### config.mk
export PLATFORM = sky130hd
export DESIGN_NAME = tst_ctrl
export DESIGN_NICKNAME = d
export VERILOG_FILES = /design/src/design/tst_pkg.sv /design/src/design/tst_ctrl.sv
export SDC_FILE = /design/constraint.sdc
export NUM_CORES = 1
export LEC_CHECK = 0
export BUFFER_PORTS_ARGS = -buffer_cell sky130_fd_sc_hd__buf_2
export CORE_AREA = 2 2 39 41
export CTS_BUF_LIST = sky130_fd_sc_hd__clkbuf_8
export DETAILED_ROUTE_END_ITERATION = 6
export DIE_AREA = 0 0 41 43
export GPL_TIMING_DRIVEN = 0
export PLACE_DENSITY = 0.71
export SLEW_MARGIN = 20
export SYNTH_ARGS = -nofsm -noshare
export SYNTH_HDL_FRONTEND = slang
export SYNTH_SLANG_ARGS = --single-unit
### constraint.sdc
create_clock -name clk -period 3.9 [get_ports clk]
set_input_delay 0.39 -clock clk [delete_from_list [all_inputs] [get_ports clk]]
set_output_delay 0.39 -clock clk [all_outputs]
set_load 0.02 [all_outputs]
### src/design/tst_pkg.sv
// timer_slot_table package: opcodes, flag actions, controller command/status types
// used by tst_ctrl, tst_dp and timer_slot_table
package tst_pkg;

  localparam logic [1:0] OP_SET  = 2'd0;
  localparam logic [1:0] OP_KILL = 2'd1;
  localparam logic [1:0] OP_POLL = 2'd2;
  localparam logic [1:0] OP_TICK = 2'd3;

  localparam logic [1:0] FLAG_NONE  = 2'd0;
  localparam logic [1:0] FLAG_SET   = 2'd1;
  localparam logic [1:0] FLAG_CLEAR = 2'd2;

  localparam logic [30:0] DEFAULT_INTERVAL_RESET = 31'd20;

  typedef enum logic [6:0] {
    ST_IDLE  = 7'b0000001,
    ST_READ  = 7'b0000010,
    ST_EVAL  = 7'b0000100,
    ST_STEP  = 7'b0001000,
    ST_EMIT  = 7'b0010000,
    ST_HIGH  = 7'b0100000,
    ST_HEVAL = 7'b1000000
  } state_t;

  // controller to datapath
  typedef struct packed {
    logic load;      // capture input transaction, reset scan
    logic reduce;    // subtract highest_slot+1 from a stale poll start index
    logic rd;        // read slot at scan index
    logic eval;      // evaluate read slot, may write
    logic step;      // advance scan index
    logic emit_slot; // emit tick expiry result
    logic emit_fin;  // emit final result
    logic hread;     // read slot at highest_slot for shrink
    logic heval;     // evaluate shrink step
  } cmd_t;

  // datapath to controller
  typedef struct packed {
    logic [1:0] op;
    logic       hit;       // slot matched (set/kill/poll) or expired (tick)
    logic       wrap;      // poll start index is above highest_slot
    logic       scan_done; // current index is the last one to visit
    logic       shrink;    // kill freed highest slot and it is nonzero
    logic       hstop;     // shrink walk reached an owned slot or zero
    logic       out_busy;  // output register holds an untaken result
  } stat_t;

endpackage

### src/design/tst_ctrl.sv
// timer_slot_table controller: sequences the slot scan of each operation
// depends on tst_pkg
module tst_ctrl (
  input  logic           clk,
  input  logic           rst,
  input  logic           in_valid,
  output logic           in_stall,
  input  tst_pkg::stat_t st,
  output tst_pkg::cmd_t  cmd
);

  tst_pkg::state_t state, state_next;

  assign in_stall = (state != tst_pkg::ST_IDLE) || st.out_busy;

  always_ff @(posedge clk) begin
    if (rst) state <= tst_pkg::ST_IDLE;
    else     state <= state_next;
  end

  always_comb begin
    cmd = '0;
    state_next = state;
    case (state)
      tst_pkg::ST_IDLE: begin
        if (in_valid && !st.out_busy) begin
          cmd.load = 1'b1;
          state_next = tst_pkg::ST_READ;
        end
      end
      tst_pkg::ST_READ: begin
        // a stale poll offset is brought into range one subtraction per cycle
        if (st.wrap) cmd.reduce = 1'b1;
        else begin
          cmd.rd = 1'b1;
          state_next = tst_pkg::ST_EVAL;
        end
      end
      tst_pkg::ST_EVAL: begin
        if (st.op == tst_pkg::OP_TICK) begin
          if (st.hit) begin
            if (!st.out_busy) begin
              cmd.eval = 1'b1;
              cmd.emit_slot = 1'b1;
              state_next = tst_pkg::ST_STEP;
            end
          end else begin
            cmd.eval = 1'b1;
            state_next = tst_pkg::ST_STEP;
          end
        end else if (st.hit) begin
          cmd.eval = 1'b1;
          state_next = (st.op == tst_pkg::OP_KILL && st.shrink) ?
                       tst_pkg::ST_HIGH : tst_pkg::ST_EMIT;
        end else begin
          state_next = tst_pkg::ST_STEP;
        end
      end
      tst_pkg::ST_STEP: begin
        if (st.scan_done) state_next = tst_pkg::ST_EMIT;
        else begin
          cmd.step = 1'b1;
          state_next = tst_pkg::ST_READ;
        end
      end
      tst_pkg::ST_HIGH: begin
        cmd.hread = 1'b1;
        state_next = tst_pkg::ST_HEVAL;
      end
      tst_pkg::ST_HEVAL: begin
        cmd.heval = 1'b1;
        state_next = st.hstop ? tst_pkg::ST_EMIT : tst_pkg::ST_HIGH;
      end
      tst_pkg::ST_EMIT: begin
        if (!st.out_busy) begin
          cmd.emit_fin = 1'b1;
          state_next = tst_pkg::ST_IDLE;
        end
      end
      default: state_next = tst_pkg::ST_IDLE;
    endcase
  end

endmodule

==> run metrics, run 1 <==
status completed; Avg WL per Cell 12.4 um; top-count cell post-synth dfxtp_1; Initial Util 0.412; top cells by area, synth dfxtp_1, nand2b_1, a21oi_1; pin count of the biggest net entering global routing 11; setup TNS 0 ns; Largest register FFs 7; Clock Pin Slew Worst Setup and Hold Paths 0.04 ns; Syn Nets 86; CTS resizes 0; Clock Path Buffers 2; endpoints failing hold 0; DIE AREA roughly 0.0018 mm^2; CP max FO 6; H-tree Lvls 1; Routed Antenna Nets 0; Tmin final about 2.3 ns; Synth cell types 35; GRT Overall Usage 0.193; Worst slew margin 0.526; number of synthesized register bits 7; gpl congestion ~0.9; Post-synth EDFFs 0; # setup viols final 0; Top Registers state (7); RSZ-0062 raised after global routing no; Layout Skew 0.00469 ns; hpwl dp 1090 um; leakage power around 0.00033 uW; CTS Buf Count 3; WL final between 1000 and 1500 um; count of input and output buffers 20; Worst setup EP type output pin; final net count around 110; fmax 0.441 GHz; layout cells sized above 1 0.263; DR iter-0 viols 5; Post-Synthesis Cells 75; CTS tree done; clock latency on the worst-skew pair 0.23 ns; Hold/Removal Path Class input port to flip-flop; critical setup path kind flip-flop to output pin; fin crit share 0.582; mapped cell area ~570 um^2; vias in the first global route around 580; Placed Cells 111; vias per cell 5.74; setup bufs post-CTS 0; initial antenna violation count 0; Clock Tree Root clkbuf_8; row count 14; hold_ws between 0.4 and 0.5 ns; Area Growth Syn to Fin 28.9%; cell type with the largest total area after synthesis dfxtp_1; Largest Register state; CP required 3.51 ns; die height 43 um; top cells by count, synth dfxtp_1, a21oi_1, nand2_1; ys async rst share 0; Slew @ Worst Pin 0.704 ns; core area 0.00138 mm^2; DR pass1 iterations 4; number of antenna diodes 0; vias 660; Post-CTS Hold Buffers 0; Synth Area per Inst approximately 7.6 um^2; post-synth top area share 0.246; max cap viols 0; Die X 41 um; top_reg_cell synth dfxtp_1; residual DRC count 0; Congestion Overflow GR 0; Final Max Tran Viols 0; first-pass GRT wire length 2280 um; Yosys warnings 0; P per Cell Area 377 mW/mm^2; Arrival @ worst endpoint 1.88 ns; I/O pin count 21; Max IR drop VDD 301 uV; sequential share of the synthesized area 0.246; final non-filler cell total 115; CP startpoint kind flip-flop; CTS Sinks 7
==> cell usage in the layout, fill, tap and decap left out <==
cell	n
buf_2	22
dfxtp_1	7
nand2_1	6
a21oi_1	6
nand2b_1	5
nor2_1	5
inv_1	4
nor3_1	4
nand3_1	3
nor2b_1	3
clkbuf_8	3
nor4_1	2
and3b_1	2
nor4b_1	2
o21ai_0	2
a31oi_1	2
and4bb_1	2
clkbuf_1	1
or4_1	1
nor4_4	1
and4_1	1
nand4_1	1
nor3b_1	1
and3_1	1
a211oi_1	1
a22oi_1	1
o22ai_1	1
and2_1	1
xor2_1	1
o211ai_1	1
a211o_1	1
o2bb2ai_1	1
o31ai_1	1
nand4b_1	1
and4b_1	1
a2bb2oi_1	1
==> metal layers <==
layer  share of wire  GRT usage  vias up
met5               0          0        -
met4               0     0.0600        0
met3           0.052     0.0942        0
met2            0.49      0.291       21
met1            0.46      0.231      307
li1                -          -      332
==> logic make-up (layout without fill, tap and decap cells) <==
family	count (synthesis)	after routing	synth area share
AND/OR/NAND/NOR	43	43	0.493
AO/OA/AOI/OAI	18	18	0.202
flip-flops	7	7	0.246
buffers and inverters	6	30	0.0439
XOR/XNOR	1	1	0.0154
==> worst paths after layout <==
check	end	depth (start not counted)	slack, ns	from
hold / removal	state[2]$_SDFFE_PP0P_	2	0.43	rst
hold reg to reg	state[1]$_SDFFE_PP0P_	3	0.68	state[1]$_SDFFE_PP0P_
setup / recovery	cmd[8]	4	1.63	state[3]$_SDFFE_PP0P_
setup reg to reg	state[0]$_SDFFE_PP1P_	5	2.16	state[6]$_SDFFE_PP0P_
==> worst max-delay path: stages (launching register included) <==
cell	delay [ns]
dfxtp_1	0.35
nor4_1	0.64
and3b_1	0.34
and3b_1	0.17
buf_2	0.15
==> power by group <==
| part | internal [uW] | leakage [uW] | total (uW) | switching, uW |
|---|---|---|---|---|
| sequential | 77.7 | 0.0000569 | 83.5 | 5.83 |
| clock | 67.9 | 0.0000269 | 98.5 | 30.6 |
| combinational | 38.1 | 0.000250 | 95.7 | 57.5 |
==> through the flow <==
stage / worst slack (ns) / util / cell area [um^2] / total power (uW)
after floorplan: 1.80 / - / 571 / 151
after global placement: 1.91 / 0.499 / 691 / 177
after detailed placement: 1.91 / 0.499 / 691 / 179
after CTS: 1.66 / 0.532 / 736 / 279
after global routing: 1.52 / 0.532 / 736 / 297
final: 1.63 / 0.532 / 736 / 278
==> final cells by class <==
class | instances | area, um^2
buffer | 3 | 13.8
clock buffer | 3 | 41.3
clock inverter | 1 | 3.75
fill | 140 | 648
inverter | 3 | 11.3
multi-input combinational | 62 | 405
sequential | 7 | 140
tap | 16 | 20.0
timing repair buffer | 20 | 100
(Power assumes the default switching activity.)
==> run 2, diff against run 1 <==
--- a/config.mk
+++ b/config.mk
@@ -5,13 +5,14 @@
 export SDC_FILE = /design/constraint.sdc
 export NUM_CORES = 1
 export LEC_CHECK = 0
+export ABC_AREA = 1
 export BUFFER_PORTS_ARGS = -buffer_cell sky130_fd_sc_hd__buf_2
 export CORE_AREA = 2 2 39 41
 export CTS_BUF_LIST = sky130_fd_sc_hd__clkbuf_8
 export DETAILED_ROUTE_END_ITERATION = 6
 export DIE_AREA = 0 0 41 43
 export GPL_TIMING_DRIVEN = 0
-export PLACE_DENSITY = 0.71
+export PLACE_DENSITY = 0.74
 export SLEW_MARGIN = 20
 export SYNTH_ARGS = -nofsm -noshare
 export SYNTH_HDL_FRONTEND = slang
==> constraint.sdc (replaced) <==
create_clock -name clk -period 2.3 [get_ports clk]
set_input_delay 0.23 -clock clk [delete_from_list [all_inputs] [get_ports clk]]
set_output_delay 0.23 -clock clk [all_outputs]
set_load 0.02 [all_outputs]
==> run metrics, run 2 <==
status completed; vias per cell 4.96; number of synthesized register bits 7; CP required 2.07 ns; hold_ws around 0.23 ns; fmax ~0.63 GHz; CTS Sinks 7; Reg-to-Reg End state[4]$_SDFFE_PP0P_; Clock Tree Root clkbuf_8; final net count 135; vias in the first global route 611; P per Cell Area around 610 mW/mm^2; Final Max Tran Viols 0; Initial Util 0.440; RSZ-0062 raised after global routing no; Worst setup EP type output pin; CTS tree done; GRT met3 Usage 0.0157; CTS Buf Count 3; GRT Max-Usage Layer met2; setup TNS 0 ns; initial antenna violation count 0; number of antenna diodes 0; top-count cell post-synth nand2_1; max cap viols 0; cell-internal power 304 uW; WL final 1350 um; pin count of the biggest net entering global routing 8; first-pass GRT wire length 2380 um; Critical R2R Launch state[6]$_SDFFE_PP0P_; vias 690; top cells by count, synth nand2_1, inv_1, nor2_1; residual DRC count 0; GR Util met2 0.297; Worst slew margin 0.850; DR pass1 iterations 4; Post-Synthesis Cells 99; mapped cell area 609 um^2; gpl congestion 0.862; Clock Pin Slew Worst Setup and Hold Paths 0.04 ns; Net Sw Power about 170 uW; Syn Nets 110; Largest register FFs 7; R2R Setup Slk 1.06 ns; CTS resizes 0; Comb pwr share 0.327; worst-case reg-to-reg path depth 9; Area Growth Syn to Fin 27.1%; fin crit share 0.687; die height between 40 and 50 um; cell type with the largest total area after synthesis dfxtp_1; core area 0.00138 mm^2; endpoints failing hold 0; Arrival @ worst endpoint 1.35 ns; Layout Skew 0.00356 ns; Tot Pwr between 400 and 500 uW; clock latency on the worst-skew pair 0.23 ns; I/O pin count 21; ys async rst share 0; top_reg_cell synth dfxtp_1; worst setup path end cmd[3]; post-synth top area share 0.230; CP max FO 7; Synth Area per Inst 6.15 um^2; setup bufs post-CTS 0; Clock Power Share 0.366; met1 GRT Util 0.245; sequential share of the synthesized area 0.230; Sw Share 0.355; # setup viols final 0; Largest Register state; H-tree Lvls 1; count of input and output buffers 20; Congestion Overflow GR 0; DR iter-0 viols 12; Yosys warnings 0; Avg WL per Cell 9.73 um; most frequent cells in the layout nand2_1, buf_2, inv_1; row count 14; Top Registers state (7); layout cells sized above 1 0.341; critical setup path kind flip-flop to output pin; most common cell after layout, fill and taps aside nand2_1; Post-synth EDFFs 0; hpwl dp 1170 um; Die X 41 um; Synth cell types 17; Slew @ Worst Pin 0.223 ns; GRT Overall Usage 0.199; top cells by area, synth dfxtp_1, nand2_1, inv_1; Clock Path Buffers 2; Post-CTS Hold Buffers 0; Tmin final 1.58 ns; leakage power about 0.00045 uW; critical path launch point state[0]$_SDFFE_PP1P_; Hold/Removal Path Class input port to flip-flop; CP startpoint kind flip-flop; sequential power share 0.307; Max IR drop VDD 296 uV; Routed Antenna Nets 0; DIE AREA 0.00176 mm^2
-- run 2: changes by cell type after synthesis, moves of 3 or more --
cell	delta
nand2_1	+17
inv_1	+13
nor2_1	+10
nand3_1	+7
nand2b_1	-5
nor2_2	+5
a21oi_1	-4
inv_2	+4
nand2_2	+3
nor2b_1	-3
-- run 2: cells by family after synthesis --
group,synth area share
simple gates,0.618
buf+inv,0.123
flops,0.230
compound gates,0.0288
-- run 2: layout make-up --
class	instances	area [um^2]
fillers	152	609
well taps	16	20.0
flip-flops and latches	7	140
repair buffers	20	100
clock inverters	1	3.75
multi-input cells	72	394
inverters	20	75.1
clock buffers	3	41.3
-- run 2: worst min path at each step --
stage                     from                     to  slack (ns)  cells after the start
after floorplan            rst  state[1]$_SDFFE_PP0P_        0.30                      1
after global placement     rst  state[3]$_SDFFE_PP0P_        0.47                      2
after detailed placement   rst  state[1]$_SDFFE_PP0P_        0.47                      2
after CTS                  rst  state[2]$_SDFFE_PP0P_        0.23                      2
after global routing       rst  state[2]$_SDFFE_PP0P_        0.24                      2
final                      rst  state[2]$_SDFFE_PP0P_        0.23                      2
-- run 2: critical path, stage by stage (launching register included) --
cell     delay, ns
dfxtp_1       0.33
nor2_4        0.15
nand2_2       0.10
nor2_8        0.15
nand2_1       0.08
nor3_1        0.12
buf_2         0.18
-- run 2: power groups by stage --
stage	clock network, uW	registers, uW	logic, uW
floorplan	0	145	117
global placement	0	146	151
detailed placement	0	147	154
CTS	175	145	155
global route	182	145	177
finish	172	144	154
-- run 2: metal layers --
layer	routed length [um]	share of wire	vias to the layer above
met5	0	0	-
met1	534	0.39	311
met4	51	0.038	0
li1	-	-	353
met3	59	0.044	6
met2	708	0.52	20
-- run 2: per-stage QoR --
stage	setup WS (ns)	std cells	util	instance area (um^2)
detailed placement	0.953	135	0.527	729
CTS	0.698	139	0.560	774
finish	0.721	139	0.560	774
floorplan	0.853	99	-	609
global placement	0.968	135	0.527	729
global route	0.584	139	0.560	774
